==> src/rtl/qslerp_pkg.sv <==
`timescale 1ns / 1ps
// ----------------------------------------------------------------------------
// qslerp_pkg
// Shared constants, types and the CORDIC arctangent table for the slerp block.
// ----------------------------------------------------------------------------
package qslerp_pkg;

  localparam int FRAC_BITS    = 14;
  localparam int CORDIC_STEPS = 16;
  localparam int IFB          = 30;
  localparam int ONE          = 1 << FRAC_BITS;

  localparam int CW    = 34;
  localparam int NW    = 2 * FRAC_BITS + 1;
  localparam int SQ_SH = 2 * (IFB - FRAC_BITS);
  localparam int SQ_N  = (NW + SQ_SH + 1) / 2;
  localparam int QB    = 34;
  localparam int DW    = 32;
  localparam int WW    = QB;

  localparam int LS    = SQ_N;
  localparam int LV    = CORDIC_STEPS;
  localparam int LR    = CORDIC_STEPS;
  localparam int LD    = QB + 2;
  localparam int K_ANG = LS + LV;
  localparam int K_ROT = K_ANG + 1;
  localparam int K_W   = K_ROT + LR + LD;

  typedef logic signed [CW-1:0] cval_t;

  typedef struct packed {
    logic [3:0][15:0]          p;
    logic [3:0][16:0]          q;
    logic [14:0]               w;
    logic [FRAC_BITS-1:0]      c;
    logic                      sph;
  } side_t;

  function automatic cval_t atan_val(input int i);
    cval_t v;
    case (i)
      0:  v = cval_t'(64'd843314857);
      1:  v = cval_t'(64'd497837829);
      2:  v = cval_t'(64'd263043837);
      3:  v = cval_t'(64'd133525159);
      4:  v = cval_t'(64'd67021687);
      5:  v = cval_t'(64'd33543516);
      6:  v = cval_t'(64'd16775851);
      7:  v = cval_t'(64'd8388437);
      8:  v = cval_t'(64'd4194283);
      9:  v = cval_t'(64'd2097149);
      10: v = cval_t'(64'd1048576);
      11: v = cval_t'(64'd524288);
      12: v = cval_t'(64'd262144);
      13: v = cval_t'(64'd131072);
      14: v = cval_t'(64'd65536);
      15: v = cval_t'(64'd32768);
      16: v = cval_t'(64'd16384);
      17: v = cval_t'(64'd8192);
      18: v = cval_t'(64'd4096);
      19: v = cval_t'(64'd2048);
      20: v = cval_t'(64'd1024);
      21: v = cval_t'(64'd512);
      22: v = cval_t'(64'd256);
      23: v = cval_t'(64'd128);
      24: v = cval_t'(64'd64);
      25: v = cval_t'(64'd32);
      26: v = cval_t'(64'd16);
      27: v = cval_t'(64'd8);
      28: v = cval_t'(64'd4);
      29: v = cval_t'(64'd2);
      30: v = cval_t'(64'd1);
      default: v = '0;
    endcase
    return v;
  endfunction

endpackage

==> src/rtl/qslerp_cordic_vec.sv <==
`timescale 1ns / 1ps
// ----------------------------------------------------------------------------
// qslerp_cordic_vec
// Pipelined vectoring CORDIC: angle of (x, y), one rotation per stage.
// ----------------------------------------------------------------------------
module qslerp_cordic_vec import qslerp_pkg::*; (
  input  logic  clk,
  input  logic  en,
  input  cval_t x_in,
  input  cval_t y_in,
  output cval_t angle
);

  cval_t x_r   [CORDIC_STEPS];
  cval_t y_r   [CORDIC_STEPS];
  cval_t z_r   [CORDIC_STEPS];
  cval_t x_nxt [CORDIC_STEPS];
  cval_t y_nxt [CORDIC_STEPS];
  cval_t z_nxt [CORDIC_STEPS];

  always_comb begin
    cval_t xi, yi, zi, dx, dy;
    for (int i = 0; i < CORDIC_STEPS; i++) begin
      if (i == 0) begin
        xi = x_in;
        yi = y_in;
        zi = '0;
      end else begin
        xi = x_r[i-1];
        yi = y_r[i-1];
        zi = z_r[i-1];
      end
      dx = yi >>> i;
      dy = xi >>> i;
      if (!yi[CW-1]) begin
        x_nxt[i] = xi + dx;
        y_nxt[i] = yi - dy;
        z_nxt[i] = zi + atan_val(i);
      end else begin
        x_nxt[i] = xi - dx;
        y_nxt[i] = yi + dy;
        z_nxt[i] = zi - atan_val(i);
      end
    end
  end

  always_ff @(posedge clk) begin
    if (en) begin
      for (int i = 0; i < CORDIC_STEPS; i++) begin
        x_r[i] <= x_nxt[i];
        y_r[i] <= y_nxt[i];
        z_r[i] <= z_nxt[i];
      end
    end
  end

  assign angle = z_r[CORDIC_STEPS-1];

endmodule

==> config.mk <==
export PLATFORM = sky130hd
export DESIGN_NAME = qslerp_cordic_vec
export DESIGN_NICKNAME = d
export VERILOG_FILES = /design/src/rtl/qslerp_pkg.sv /design/src/rtl/qslerp_cordic_vec.sv
export SDC_FILE = /design/constraint.sdc
export NUM_CORES = 2
export LEC_CHECK = 0
export ABC_CLOCK_PERIOD_IN_PS = 4200
export BUFFER_PORTS_ARGS = -buffer_cell sky130_fd_sc_hd__buf_2
export CORE_ASPECT_RATIO = 1.4
export CORE_MARGIN = 4
export CORE_UTILIZATION = 35
export DETAILED_ROUTE_END_ITERATION = 10
export PLACE_DENSITY = 0.49
export SYNTH_ARGS = -nofsm -noshare
export SYNTH_HDL_FRONTEND = slang
export SYNTH_SLANG_ARGS = --single-unit
==> constraint.sdc <==
create_clock -name clk -period 4.2 [get_ports clk]
set_input_delay 0.63 -clock clk [delete_from_list [all_inputs] [get_ports clk]]
set_output_delay 0.63 -clock clk [all_outputs]
set_load 0.02 [all_outputs]
==> flow_summary.ini <==
[critical_path]
cp-start-kind = register
crit_path_end_kind = register
rr_worst_depth = 19
path_buf_inv = 4
r2r-end = y_r[0][203]
worstReg2RegStart = x_r[0][146]
crit_slowest_cell = edfxtp_1
crit_fanout = 3
cp_top_family = compound AO/OA/AOI/OAI gates
rrSetupSlack_ns = 0.06
crit_path_max_incr_delay_ns = 0.40
crit_path_frequent_cell = buf_4
arrival_ns = 4.75
worstPathRequired_ns = 4.82
crit_chain = nor4_2, buf_4, and3_4, nor4b_4, buf_4, buf_12, and2_4, nor2_2, xor2_1, ha_1, nand4_1, nor4_1, a21o_2, o41ai_4, o211ai_1, buf_4, a311o_1, a21oi_2, xnor2_1
critPathKind = reg -> reg

[global_route]
grt_pass1_wl_microns = 571000
grt_max_degree = 155
overflow = 0
gr-usage-all-layers = 0.199
antenna_found_initial = 2
grt_pass1_vias = 106469

[die]
die_area_sq_mm = 0.362
die_h_microns = 711
die_width_microns = 510
io_pins = 104
rows = 257
initial_core_util = 0.352
core_area_sq_mm = 0.350

[synthesis]
ys_warn_count = 0
yosys_register_bits = 1433
synth_area_sq_mm = 0.123
synth.most_common_cell = edfxtp_1
netlist_top_cells_count = 1433 x edfxtp_1, 1390 x a21oi_1, 1366 x ha_1, 1212 x nor2_1, 1158 x xnor2_1
synth_top_area_share = 0.349
synthCells = 13108
synth_top_cell_by_area = edfxtp_1
synth_ff_type = edfxtp_1
synth_async_sr_flop_share = 0
synth_edf_count = 1433
synthTopCellsByArea = edfxtp_1 35%, ha_1 14%, xnor2_1 8.2%
avgSynthCellArea_sq_um = 9.42
yosysSeqAreaShare = 0.349
syn_nets = 14586
synthDistinctLibCells = 112

[clock_network]
clock_sinks = 1433
root_buffer = clkbuf_16
cts_tree = built
hold_buffers = 0
clk_pin_slew_worst_paths_ns = 0.06
cts_made_buffers = 177
cts_buffer_depth = 4
htreeDepth = 4
clk_latency_ns = 0.89

[timing]
fin_ws_ns = 0.0623
relSlewSlack = 0.337
slew_viol_final = 0
hold_viol = 0
final.min_clock_period_ns = 4.14
rsz0062_at_grt = yes
finalCritPeriodShare = 0.985
max_freq_mhz = 242
finalSetupViolCount = 0
tightest_slew_ns = 0.994
fin_skew_ns = 0.0847

[drt]
drt_iter0_drc = 3599
ant_nets = 0
drc = 0
dr_total_vias = 103982
wl_per_cell_microns = 18.3
routed_wl_microns = 373000
via_per_inst = 5.12
drt_pre_antenna_iters = 5

[final_layout]
fin_nets = 17014
final_layout_size_suffix_gt1_frac = 0.226
area_growth_pct = 26.7

[place]
io_buffer_count = 102
place_worst_setup_slack_ns = -0.558
gp_congestion = 0.959
dp_hpwl_microns = 310000

[hold_path]
whs_endpoint = x_r[0][33]
whs_path_depth = 2
min-delay-start = x_in[33]
hold_class = in -> reg

[job]
cap_violations = 0

[status]
status = finished clean
==> through the flow <==
| stage | TNS, ns | util | instances | hold slack (ns) | cell area (sq um) |
|---|---|---|---|---|---|
| global placement | -24.33 | 0.418 | 19899 | 0.400 | 146000 |
| CTS | -0.0541 | 0.437 | 20220 | 0.00731 | 153000 |
| finish | 0 | 0.446 | 20327 | 0.0975 | 156000 |
| floorplan | 0 | - | 13108 | 0.400 | 123000 |
| global route | -2.36 | 0.446 | 20324 | 0.0364 | 156000 |
| detailed placement | -23.47 | 0.418 | 19899 | 0.405 | 146000 |
==> layout by cell type (no fill, tap or decap), types with 38 or more instances in the layout <==
cell	instances
o21ai_1	69
nor2_1	1178
a31oi_1	145
nor4_1	67
o31ai_1	41
a21oi_1	1284
nor2b_1	194
fa_1	42
buf_12	38
buf_4	2380
a211oi_1	73
nand2b_1	180
clkinv_1	38
xnor2_1	1144
buf_2	100
a21o_1	677
inv_1	620
and2_1	65
nor3_1	287
xor2_1	630
a21oi_2	113
o21a_1	179
or3_1	57
o211ai_1	54
o21ai_0	543
clkbuf_16	179
nand4_1	128
ha_1	1343
nand2_1	612
and3_1	146
nand3_1	201
edfxtp_1	1433
o21bai_1	195
nor3_2	50
==> registers in the layout (all words and copies together) (netlist names) <==
| name | count |
|---|---|
| y_r | 476 |
| z_r | 495 |
| x_r | 462 |
==> kinds of logic (layout without fill, tap and decap cells) <==
logic type	count (synthesis)	after routing	share of synthesized area
buf+inv	936	3489	0.0297
xor+xnor	1791	1791	0.127
simple gates	3542	3542	0.140
flops	1433	1433	0.349
compound gates	3932	3932	0.204
mux	65	65	0.00555
fa+ha+maj	1408	1408	0.145
other cells	1	5	0.0000304
==> routing by layer <==
metal	global-route usage	up-vias	wire, microns
met2	0.430	1376	219000
met3	0.0167	900	7140
met5	0	-	0
met4	0.121	0	26700
met1	0.168	48568	120000
li1	-	53138	-
==> repair_timing <==
item / 4_1_cts / 5_1_grt
endpoints found under the hold margin: 0 / 0
buffers inserted: 20 / 107
setup endpoints to repair: 145 / 241
resized for setup: 205 / 586
pin swaps: 88 / 312
==> cell type report <==
class / count / area (sq um)
Inverter: 644 / 2420
Timing Repair Buffer: 2541 / 19400
Tap cell: 4662 / 5830
Clock buffer: 207 / 4580
Clock inverter: 97 / 951
Antenna cell: 4 / 10.0
Multi-Input combinational cell: 10739 / 80200
Fill cell: 34584 / 194000
Sequential cell: 1433 / 43000
==> how the worst max path moves through the flow <==
stage                startpoint          end  slack (ns)  depth (start not counted)
detailed placement  y_r[0][180]  x_r[0][234]       -0.56                         18
finish              x_r[0][146]  y_r[0][203]        0.06                         19
global route         y_r[0][40]   x_r[0][96]       -0.12                         19
global placement     x_r[0][71]  y_r[0][135]       -0.60                         20
CTS                   x_r[0][1]   y_r[0][67]       -0.05                         20
floorplan           y_r[0][246]   x_r[1][31]       0.003                         19
Power is not shown: default switching activity piles up to over one toggle a cycle in this logic, so the estimate is an artifact.
