### config.mk
export PLATFORM = sky130hd
export DESIGN_NAME = qslerp_cordic_rot
export DESIGN_NICKNAME = d
export VERILOG_FILES = /design/src/rtl/qslerp_pkg.sv /design/src/rtl/qslerp_cordic_rot.sv
export SDC_FILE = /design/constraint.sdc
export NUM_CORES = 2
export LEC_CHECK = 0
export BUFFER_PORTS_ARGS = -buffer_cell sky130_fd_sc_hd__clkbuf_2
export CAP_MARGIN = 20
export CORE_MARGIN = 2
export CORE_UTILIZATION = 60
export CTS_CLUSTER_DIAMETER = 120
export CTS_CLUSTER_SIZE = 24
export DETAILED_ROUTE_END_ITERATION = 8
export GPL_TIMING_DRIVEN = 0
export MAX_ROUTING_LAYER = met4
export PLACE_DENSITY_LB_ADDON = 0.15
export SYNTH_ARGS = -nofsm -noshare
export SYNTH_HDL_FRONTEND = slang
export SYNTH_SLANG_ARGS = --single-unit
### constraint.sdc
create_clock -name clk -period 7.1 [get_ports clk]
set_input_delay 0.355 -clock clk [delete_from_list [all_inputs] [get_ports clk]]
set_output_delay 0.355 -clock clk [all_outputs]
set_load 0.005 [all_outputs]
### src/rtl/qslerp_pkg.sv
`timescale 1ns / 1ps
// ----------------------------------------------------------------------------
// qslerp_pkg
// Shared constants, types and the CORDIC arctangent table for the slerp block.
// ----------------------------------------------------------------------------
package qslerp_pkg;

  localparam int FRAC_BITS    = 14;
  localparam int CORDIC_STEPS = 16;
  localparam int IFB          = 30;
  localparam int ONE          = 1 << FRAC_BITS;

  localparam int CW    = 34;
  localparam int NW    = 2 * FRAC_BITS + 1;
  localparam int SQ_SH = 2 * (IFB - FRAC_BITS);
  localparam int SQ_N  = (NW + SQ_SH + 1) / 2;
  localparam int QB    = 34;
  localparam int DW    = 32;
  localparam int WW    = QB;

  localparam int LS    = SQ_N;
  localparam int LV    = CORDIC_STEPS;
  localparam int LR    = CORDIC_STEPS;
  localparam int LD    = QB + 2;
  localparam int K_ANG = LS + LV;
  localparam int K_ROT = K_ANG + 1;
  localparam int K_W   = K_ROT + LR + LD;

  typedef logic signed [CW-1:0] cval_t;

  typedef struct packed {
    logic [3:0][15:0]          p;
    logic [3:0][16:0]          q;
    logic [14:0]               w;
    logic [FRAC_BITS-1:0]      c;
    logic                      sph;
  } side_t;

  function automatic cval_t atan_val(input int i);
    cval_t v;
    case (i)
      0:  v = cval_t'(64'd843314857);
      1:  v = cval_t'(64'd497837829);
      2:  v = cval_t'(64'd263043837);
      3:  v = cval_t'(64'd133525159);
      4:  v = cval_t'(64'd67021687);
      5:  v = cval_t'(64'd33543516);
      6:  v = cval_t'(64'd16775851);
      7:  v = cval_t'(64'd8388437);
      8:  v = cval_t'(64'd4194283);
      9:  v = cval_t'(64'd2097149);
      10: v = cval_t'(64'd1048576);
      11: v = cval_t'(64'd524288);
      12: v = cval_t'(64'd262144);
      13: v = cval_t'(64'd131072);
      14: v = cval_t'(64'd65536);
      15: v = cval_t'(64'd32768);
      16: v = cval_t'(64'd16384);
      17: v = cval_t'(64'd8192);
      18: v = cval_t'(64'd4096);
      19: v = cval_t'(64'd2048);
      20: v = cval_t'(64'd1024);
      21: v = cval_t'(64'd512);
      22: v = cval_t'(64'd256);
      23: v = cval_t'(64'd128);
      24: v = cval_t'(64'd64);
      25: v = cval_t'(64'd32);
      26: v = cval_t'(64'd16);
      27: v = cval_t'(64'd8);
      28: v = cval_t'(64'd4);
      29: v = cval_t'(64'd2);
      30: v = cval_t'(64'd1);
      default: v = '0;
    endcase
    return v;
  endfunction

endpackage

### src/rtl/qslerp_cordic_rot.sv
`timescale 1ns / 1ps
// ----------------------------------------------------------------------------
// qslerp_cordic_rot
// Pipelined rotation CORDIC from (2^30, 0): gain-scaled sine of an angle.
// ----------------------------------------------------------------------------
module qslerp_cordic_rot import qslerp_pkg::*; (
  input  logic  clk,
  input  logic  en,
  input  cval_t z_in,
  output cval_t sine
);

  localparam cval_t X0 = cval_t'(64'd1 << IFB);

  cval_t x_r   [CORDIC_STEPS];
  cval_t y_r   [CORDIC_STEPS];
  cval_t z_r   [CORDIC_STEPS];
  cval_t x_nxt [CORDIC_STEPS];
  cval_t y_nxt [CORDIC_STEPS];
  cval_t z_nxt [CORDIC_STEPS];

  always_comb begin
    cval_t xi, yi, zi, dx, dy;
    for (int i = 0; i < CORDIC_STEPS; i++) begin
      if (i == 0) begin
        xi = X0;
        yi = '0;
        zi = z_in;
      end else begin
        xi = x_r[i-1];
        yi = y_r[i-1];
        zi = z_r[i-1];
      end
      dx = yi >>> i;
      dy = xi >>> i;
      if (!zi[CW-1]) begin
        x_nxt[i] = xi - dx;
        y_nxt[i] = yi + dy;
        z_nxt[i] = zi - atan_val(i);
      end else begin
        x_nxt[i] = xi + dx;
        y_nxt[i] = yi - dy;
        z_nxt[i] = zi + atan_val(i);
      end
    end
  end

  always_ff @(posedge clk) begin
    if (en) begin
      for (int i = 0; i < CORDIC_STEPS; i++) begin
        x_r[i] <= x_nxt[i];
        y_r[i] <= y_nxt[i];
        z_r[i] <= z_nxt[i];
      end
    end
  end

  assign sine = y_r[CORDIC_STEPS-1];

endmodule

==> run_results.csv <==
group,metric,value,unit
sta,skew,0.0268,ns
critical_path,crit_chain,"buf_4 > clkbuf_1 > buf_1 > buf_8 > inv_1 > fa_1 > a21o_1 > a21oi_1 > o21bai_1 > o311ai_0 > a21oi_1 > o21ai_0 > a21oi_1 > or4b_1 > a31oi_1 > xnor2_1",
critical_path,crit_family,"compound AO/OA/AOI/OAI gates",
floorplanning,die_y,388,um
clocking,clkTransAtPathRegs,0.10,ns
logic_synthesis,netlist_area,88400,um^2
sta,fin_ws,0.700,ns
sta,rsz0062_at_grt,"no",
critical_path,crit_slowest_cell,"edfxtp_1",
grt,grt_pass1_vias,63400,
clocking,cts.sinks,1098,
layout,mostFrequentLayoutCell,"edfxtp_1",
floorplanning,die_x,388,um
sta,setup_viol,0,
logic_synthesis,syn_inst,8850,
placed_design,placed_area,91500,um^2
route,top_layer,"met4",
placed_design,gp_congestion,0.964,
route,wire_per_inst,19.9,um
sta,worst_pin_slew,1.13,ns
logic_synthesis,synth_fp_nets,9954,
layout,fill_cells,12100,
critical_path,cp.arrival,6.86,ns
grt,antenna_found_initial,0,
sta,fmax,156,MHz
sta,fin_crit,6.40,ns
critical_path,path_class,"register to register",
clocking,clk_latency,0.72,ns
layout,drive_gt1_share,3.54,%
clocking,cts_max_level,2,
logic_synthesis,syn_avg_cell_area,9.99,um^2
floorplanning,floorplan.initialDensity,60.6,%
clocking,ctsResizeCount,0,
critical_path,crit_path_start_kind,"register",
route,vias,66600,
critical_path,startpoint,"z_r[0][237]",
critical_path,crit_path_end,"z_r[0][268]",
placed_design,placedCellCount,10900,
critical_path,crit_buf_inv,5,
placed_design,hpwlAfterDp,174000,um
clocking,cts_buffers,53,
grt,gr-total-overflow,0,
min_path,hp-class,"primary input to register",
placed_design,place_ws,0.796,ns
grt,grt_max_degree,123,
route,routed_wl,218000,um
logic_synthesis,async_flop_share,0,%
critical_path,r2r-end,"z_r[0][268]",
layout,layout_common_cells,"1,098 x edfxtp_1, 1,031 x ha_1, 952 x a21oi_1, 873 x xnor2_1, 627 x nor2_1",
logic_synthesis,synth_edf_count,1098,
layout,fin_cells,10900,
critical_path,crit_path_end_kind,"register",
route,first_iter_violations,4493,
logic_synthesis,synth_seq_area_share,37.3,%
critical_path,critical_path_depth,16,
route,route.met3.wl,8650,um
sta,fin_crit_sh,90.1,%
route,first_pass_iters,6,
route,drt-met1-wl,95800,um
layout,final_area,93000,um^2
outcome,status,"complete, no violations",
critical_path,reg2reg_slack,0.70,ns
layout,multi_input_area,53100,um^2
logic_synthesis,synthFlopType,"edfxtp_1",
critical_path,r2r_cells,16,
critical_path,max_stage_delay,0.90,ns
clocking,cts_tree,"built",
critical_path,required,7.56,ns
critical_path,r2r-start,"z_r[0][237]",
logic_synthesis,ys_seq_elements,1098,
floorplanning,dieArea,150000,um^2
sta,maxSlewViolCount,0,
clocking,cts.path.max_buffers,3,
job,cap_violations,0,
layout,area_growth_syn_to_layout,5.23,%
layout,register_area,33000,um^2
clocking,post_cts_buffers,0,
route,ant_nets,0,
route,drc,0,
clocking,clockRootBuffer,"clkbuf_16",
route,wl_met2,105000,um
floorplanning,core_area,146000,um^2
sta,hold_violations,0,
floorplanning,ios,70,
route,viasPerCell,6.10,
critical_path,crit_top_cell,"a21oi_1",
floorplanning,rows,140,
critical_path,cp_max_fo,19,
grt,grt_pass1_wl,342000,um
sta,fin_tns_setup,0,ns
grt,grt_use_total,29.0,%
sta,max_slew_margin,24.6,%
logic_synthesis,yosys_warnings,0,
layout,fin_nets,10100,
logic_synthesis,synth.distinct_cells,102,
placed_design,port_buffers,69,
## area by class of cell
type,count,area share [%]
Clock inverter,9,0.0874
Sequential cell,1098,35.4
Inverter,403,1.63
Buffer,183,0.886
Timing Repair Buffer,87,0.819
Multi-Input combinational cell,7166,57.1
Clock buffer,56,1.48
Tap cell,1917,2.58
Antenna cell,2,0.00538
## logic make-up after synthesis
logic type | share of synthesized area [%]
multiplexers | 0.797
AND/OR/NAND/NOR | 11.3
XOR/XNOR | 13.1
adder cells (fa/ha/maj) | 15.4
AO/OA/AOI/OAI | 19.5
buffers and inverters | 2.64
flip-flops | 37.3
## flip-flops by register name, indices dropped and copies added (netlist names)
register and cells:
z_r 397, y_r 376, x_r 325
## repair_timing
action,4_1_cts,5_1_grt
hold buffers,1,0
hold endpoints to repair,1,0
setup endpoints to repair,0,0
## routing by layer
layer  track usage, %  up-vias
li1                 -    32900
met1             36.8    31800
met2             48.9     1538
met3             2.27      353
met4             10.2        0
met5                -        -
## per-stage QoR
stage / util, % / hold WS [ns]
final: 63.7 / 0.0730
after global routing: 63.7 / 0.0765
after CTS: 63.7 / 0.0295
after detailed placement: 62.7 / 0.405
after global placement: 62.5 / 0.404
after floorplan: - / 0.400
## cell usage after synthesis (33+ instances only)
cell      number  area share (%)
or3_1         53            0.38
or2_2         41            0.29
o211ai_1      33            0.28
a21oi_1      952             5.4
nand2_1      336             1.4
edfxtp_1    1098              37
clkbuf_1     114            0.48
nand4_1       66            0.47
o21bai_1     157             1.3
inv_1        402             1.7
o31ai_1       43            0.37
buf_4         35            0.30
nor4_1        41            0.29
xor2_1       450             4.5
xnor2_1      873             8.7
fa_1          37            0.84
o21a_1       152             1.3
a31oi_1      103            0.73
nand3_1      140            0.79
nand2b_1     157             1.1
nor2b_1      160             1.1
and2_1        38            0.27
and3_1        76            0.54
ha_1        1031              15
nor2_1       627             2.7
mux2_2        35            0.45
a211oi_1      73            0.62
nor3_1       186             1.1
a21o_1       494             4.2
o21ai_0      399             2.3
## worst min-delay path by stage
| stage | from | endpoint | slack (ns) | depth (start not counted) |
|---|---|---|---|---|
| 3_5_place_dp | z_r[1][85] | z_r[1][119] | 0.41 | 0 |
| 4_1_cts | z_in[32] | z_r[0][33] | 0.03 | 3 |
| 6_report | z_in[1] | z_r[0][1] | 0.07 | 2 |
| 3_3_place_gp | z_r[1][53] | z_r[1][87] | 0.40 | 0 |
| 5_1_grt | z_in[1] | z_r[0][1] | 0.08 | 2 |
| 2_1_floorplan | z_r[0][136] | z_r[0][170] | 0.40 | 0 |
Power is not shown: default switching activity piles up to over one toggle a cycle in this logic, so the estimate is an artifact.
