[src/rtl/qslerp_pkg.sv]
`timescale 1ns / 1ps
// ----------------------------------------------------------------------------
// qslerp_pkg
// Shared constants, types and the CORDIC arctangent table for the slerp block.
// ----------------------------------------------------------------------------
package qslerp_pkg;

  localparam int FRAC_BITS    = 14;
  localparam int CORDIC_STEPS = 16;
  localparam int IFB          = 30;
  localparam int ONE          = 1 << FRAC_BITS;

  localparam int CW    = 34;
  localparam int NW    = 2 * FRAC_BITS + 1;
  localparam int SQ_SH = 2 * (IFB - FRAC_BITS);
  localparam int SQ_N  = (NW + SQ_SH + 1) / 2;
  localparam int QB    = 34;
  localparam int DW    = 32;
  localparam int WW    = QB;

  localparam int LS    = SQ_N;
  localparam int LV    = CORDIC_STEPS;
  localparam int LR    = CORDIC_STEPS;
  localparam int LD    = QB + 2;
  localparam int K_ANG = LS + LV;
  localparam int K_ROT = K_ANG + 1;
  localparam int K_W   = K_ROT + LR + LD;

  typedef logic signed [CW-1:0] cval_t;

  typedef struct packed {
    logic [3:0][15:0]          p;
    logic [3:0][16:0]          q;
    logic [14:0]               w;
    logic [FRAC_BITS-1:0]      c;
    logic                      sph;
  } side_t;

  function automatic cval_t atan_val(input int i);
    cval_t v;
    case (i)
      0:  v = cval_t'(64'd843314857);
      1:  v = cval_t'(64'd497837829);
      2:  v = cval_t'(64'd263043837);
      3:  v = cval_t'(64'd133525159);
      4:  v = cval_t'(64'd67021687);
      5:  v = cval_t'(64'd33543516);
      6:  v = cval_t'(64'd16775851);
      7:  v = cval_t'(64'd8388437);
      8:  v = cval_t'(64'd4194283);
      9:  v = cval_t'(64'd2097149);
      10: v = cval_t'(64'd1048576);
      11: v = cval_t'(64'd524288);
      12: v = cval_t'(64'd262144);
      13: v = cval_t'(64'd131072);
      14: v = cval_t'(64'd65536);
      15: v = cval_t'(64'd32768);
      16: v = cval_t'(64'd16384);
      17: v = cval_t'(64'd8192);
      18: v = cval_t'(64'd4096);
      19: v = cval_t'(64'd2048);
      20: v = cval_t'(64'd1024);
      21: v = cval_t'(64'd512);
      22: v = cval_t'(64'd256);
      23: v = cval_t'(64'd128);
      24: v = cval_t'(64'd64);
      25: v = cval_t'(64'd32);
      26: v = cval_t'(64'd16);
      27: v = cval_t'(64'd8);
      28: v = cval_t'(64'd4);
      29: v = cval_t'(64'd2);
      30: v = cval_t'(64'd1);
      default: v = '0;
    endcase
    return v;
  endfunction

endpackage

[src/rtl/qslerp_isqrt.sv]
`timescale 1ns / 1ps
// ----------------------------------------------------------------------------
// qslerp_isqrt
// Pipelined integer square root of n * 2^SQ_SH, one root bit per stage.
// ----------------------------------------------------------------------------
module qslerp_isqrt import qslerp_pkg::*; (
  input  logic            clk,
  input  logic            en,
  input  logic [NW-1:0]   n_in,
  output logic [SQ_N-1:0] root
);

  localparam int RW = SQ_N + 3;

  logic [RW-1:0]   rem_r    [SQ_N];
  logic [SQ_N-1:0] root_r   [SQ_N];
  logic [NW-1:0]   n_r      [SQ_N];
  logic [RW-1:0]   rem_nxt  [SQ_N];
  logic [SQ_N-1:0] root_nxt [SQ_N];
  logic [NW-1:0]   n_nxt    [SQ_N];

  always_comb begin
    logic [RW-1:0]     rem_i;
    logic [SQ_N-1:0]   root_i;
    logic [NW-1:0]     n_i;
    logic [2*SQ_N-1:0] v;
    logic [RW+1:0]     t;
    logic [RW+1:0]     trial;
    for (int j = 0; j < SQ_N; j++) begin
      if (j == 0) begin
        rem_i  = '0;
        root_i = '0;
        n_i    = n_in;
      end else begin
        rem_i  = rem_r[j-1];
        root_i = root_r[j-1];
        n_i    = n_r[j-1];
      end
      v     = (2*SQ_N)'({n_i, {SQ_SH{1'b0}}});
      t     = {rem_i, v[2*(SQ_N-1-j) +: 2]};
      trial = (RW+2)'({root_i, 2'b01});
      n_nxt[j] = n_i;
      if (t >= trial) begin
        rem_nxt[j]  = RW'(t - trial);
        root_nxt[j] = {root_i[SQ_N-2:0], 1'b1};
      end else begin
        rem_nxt[j]  = RW'(t);
        root_nxt[j] = {root_i[SQ_N-2:0], 1'b0};
      end
    end
  end

  always_ff @(posedge clk) begin
    if (en) begin
      for (int j = 0; j < SQ_N; j++) begin
        rem_r[j]  <= rem_nxt[j];
        root_r[j] <= root_nxt[j];
        n_r[j]    <= n_nxt[j];
      end
    end
  end

  assign root = root_r[SQ_N-1];

endmodule

[config.mk]
export PLATFORM = sky130hd
export DESIGN_NAME = qslerp_isqrt
export DESIGN_NICKNAME = d
export VERILOG_FILES = /design/src/rtl/qslerp_pkg.sv /design/src/rtl/qslerp_isqrt.sv
export SDC_FILE = /design/constraint.sdc
export NUM_CORES = 2
export LEC_CHECK = 0
export ABC_AREA = 1
export BUFFER_PORTS_ARGS = -buffer_cell sky130_fd_sc_hd__buf_2
export CAP_MARGIN = 10
export CORE_MARGIN = 2
export CORE_UTILIZATION = 50
export DETAILED_ROUTE_END_ITERATION = 10
export PLACE_DENSITY = 0.72
export RECOVER_POWER = 25
export SLEW_MARGIN = 20
export SYNTH_ARGS = -nofsm -noshare
export SYNTH_HDL_FRONTEND = slang
export SYNTH_SLANG_ARGS = --single-unit
[constraint.sdc]
create_clock -name clk -period 5.5 [get_ports clk]
set_input_delay 0.275 -clock clk [delete_from_list [all_inputs] [get_ports clk]]
set_output_delay 0.275 -clock clk [all_outputs]
set_load 0.03 [all_outputs]
==> impl_metrics.tcl <==
set metrics [dict create \
    outcome "finished, violations left" \
    violations "max-capacitance violations, max-slew violations" \
    num_vias 90800 \
    worstHoldStart "n_in[9]" \
    critPathLaunchType "input pin" \
    cts-root-buf "clkbuf_16" \
    overflow 0 \
    drt-initial-drc-count 8419 \
    syn_avg_cell_area_um2 7.68 \
    wl_per_cell_um 17.6 \
    worst-endpoint-required_ns 5.97 \
    max_freq_ghz 0.249 \
    post_cts_buffers 0 \
    post-route-min-period_ns 4.02 \
    worst_pin_slew_ns 3.64 \
    synth-simple-area-share 0.305 \
    grt_pass1_wl_um 475000 \
    critPathMaxFanout 127 \
    power.density_nw_per_um2 353 \
    synthCells 14200 \
    pin_count 62 \
    rsz0062_at_grt "false" \
    yosys_register_bits 1655 \
    wirelength_um 305000 \
    routabilityCongestion 0.987 \
    clk_latency_ns 0.87 \
    setup_violations 0 \
    drive_gt1_frac 0.0450 \
    core_um2 217000 \
    dpl.hpwl_um 242000 \
    postRouteAntennaNets 0 \
    async_flop_share 0 \
    p_leak_uw 0.0562 \
    grt_max_degree 155 \
    worstHoldPathType "in -> reg" \
    power.total_uw 41900 \
    dieArea_um2 221000 \
    cts_num_sinks 1655 \
    synthDistinctLibCells 54 \
    synthMuxAreaShare 0 \
    rows 171 \
    syn_nets 14700 \
    cts_buffer_depth 3 \
    hold_depth 2 \
    critPathKind "in -> reg" \
    report.final.slew_viol_count 120 \
    maxCapViolCount 1 \
    num-fill-cells 20500 \
    cts_inserted_buffers 184 \
    grt.total_usage 0.271 \
    fin_skew_ns 0.0679 \
    synthAdderAreaFrac 0.0598 \
    area_growth_syn_to_layout_pct 9.19 \
    antenna_found_initial 5 \
    cp_data_arrival_time_ns 4.49 \
    tritoncts "built" \
    die_h_um 471 \
    fin_tns_setup_ns 0 \
    cp-end-kind "flip-flop" \
    hold_viol 0 \
    clk_pin_slew_ns 0.07 \
    htree_levels 4 \
    yosys.area_share.xor_xnor 0.0319 \
    r2r-start "rem_r[1][103]" \
    reg2reg_slack_ns 1.92 \
    r2r_cells 13 \
    remaining_drc_errors 0 \
    synth_top_family_by_area "simple AND/OR/NAND/NOR gates" \
    initial_core_util 0.502 \
    routed_via_density 5.23 \
    io_buffer_count 61 \
    ys.flop_type "edfxtp_1" \
    r2r_end "rem_r[1][156]" \
    firstDrtPassIters 7 \
    ys_seq_area_frac 0.457 \
    grt_pass1_vias 85800 \
    ys.warnings.count 0 \
    die_x_um 471 \
    nets 14900 \
    hold_end "n_r[0][9]" \
    fin_crit_sh 0.731 \
    relSlewSlack -1.43 \
    synth.cell_area_um2 109000 \
    synth-compound-area-share 0.0464 \
    peakVddDrop_v 0.000422 \
    synth-edff-count 1655 \
]
[cell usage in the layout (no fill, tap or decap), types with 20 or more instances in the layout]
cell type      Yosys  layout
nand2_1         4791    4791
inv_2             28      28
ha_1             496     496
o21ai_0          253     253
a21oi_2           48      49
o21bai_1          20      20
nor2_1          1211    1211
dlygate4sd3_1      0      30
clkinv_1           0      27
inv_1           2597    2597
nand2_2           34      34
o21ai_1           40      40
o21ai_2           23      23
xor2_1           255     255
buf_2             76      60
or2_2             42      42
nand4_1          250     250
edfxtp_1        1655    1655
nor2_2            38      38
nand3_1         1089    1089
clkbuf_1           2      31
bufinv_16          0      23
clkinv_2           0      24
nor3_1           213     213
and2_1            55      55
xnor2_1          142     142
a21oi_1          492     491
buf_4             41      22
nand3b_1          95      95
clkbuf_16          0     184
[cells in the mapped netlist, drive strengths merged (7+ instances only)]
| cell type | instances | area (µm²) |
|---|---|---|
| nand2 | 4833 | 18300 |
| inv | 2628 | 9870 |
| edfxtp | 1655 | 49700 |
| nor2 | 1259 | 4900 |
| nand3 | 1111 | 5710 |
| a21oi | 542 | 2920 |
| ha | 496 | 6210 |
| o21ai | 316 | 1670 |
| xor2 | 255 | 2230 |
| nand4 | 250 | 1560 |
| nor3 | 223 | 1170 |
| xnor2 | 142 | 1240 |
| buf | 141 | 958 |
| nand3b | 95 | 713 |
| and2 | 55 | 344 |
| or2 | 43 | 269 |
| o21bai | 20 | 150 |
| and3 | 18 | 113 |
| nor4 | 18 | 113 |
| fa | 15 | 300 |
| a21boi | 8 | 63.8 |
| o21a | 8 | 60.1 |
| o211ai | 7 | 52.6 |
[metrics by stage]
| step | instance area, µm² | std cells | hold slack, ns | utilization | setup slack [ns] |
|---|---|---|---|---|---|
| after floorplan | 109000 | 14200 | 0.374 | - | 3.22 |
| after global placement | 112000 | 17000 | 0.400 | 0.518 | 2.01 |
| after detailed placement | 112000 | 17000 | 0.405 | 0.518 | 1.96 |
| after CTS | 119000 | 17400 | 0.0208 | 0.548 | 1.93 |
| after global routing | 119000 | 17400 | 0.0620 | 0.548 | 1.05 |
| final | 119000 | 17400 | 0.113 | 0.548 | 1.48 |
[area by class of cell]
class / count / area (µm²) / share of cell area
inverters: 2629 / 9880 / 0.0831
clock buffers: 212 / 4710 / 0.0396
clock inverters: 129 / 1650 / 0.0139
repair buffers: 128 / 1020 / 0.00860
multi-input cells: 9743 / 48300 / 0.406
well taps: 2854 / 3570 / 0.0300
flip-flops and latches: 1655 / 49700 / 0.418
diodes: 3 / 7.51 / 0.0000632
[sequential cells by signal, summed over array words and instances (netlist names)]
signal	flops
n_r	225
root_r	465
rem_r	965
[routing by layer]
layer	vias up	share of wire	GRT usage
met4	4	0.038	0.101
li1	45800	-	-
met1	41500	0.44	0.363
met2	2877	0.47	0.451
met3	604	0.059	0.0329
met5	-	0.000095	0
[timing repair]
action                                 4_1_cts  5_1_grt
gates resized for setup                      0        0
hold buffers                                30        0
endpoints found under the hold margin       85        0
[critical path: stages]
cell and delay, ns:
dlygate4sd3_1 0.52, clkbuf_2 2.46, clkbuf_1 1.16
[kinds of logic (layout without fill, tap and decap cells)]
kind of cell / count (synthesis) / count (layout)
xor gates and xnor gates: 397 / 397
adders and majority gates: 511 / 511
other: 1 / 4
DFF: 1655 / 1655
buffers and inverters: 2772 / 3098
AOI/OAI and AO/OA: 921 / 921
and+or+nand+nor: 7913 / 7913
[power breakdown]
group	leakage (µW)	internal [µW]	switching, µW
Sequential	0.0155	16000	1500
Clock	0.00303	7350	5490
Combinational	0.0377	3760	7820
Total	0.0562	27100	14800
[worst max path at each step]
| stage | start | end | slack [ns] | cells past startpoint |
|---|---|---|---|---|
| final | en | rem_r[0][440] | 1.48 | 3 |
| after detailed placement | rem_r[1][69] | rem_r[1][105] | 1.96 | 13 |
| after global routing | en | rem_r[0][440] | 1.05 | 3 |
| after floorplan | rem_r[0][511] | rem_r[1][10] | 3.22 | 14 |
| after CTS | rem_r[1][69] | rem_r[1][113] | 1.93 | 13 |
| after global placement | rem_r[1][103] | rem_r[1][169] | 2.01 | 13 |
(Power assumes the default switching activity.)
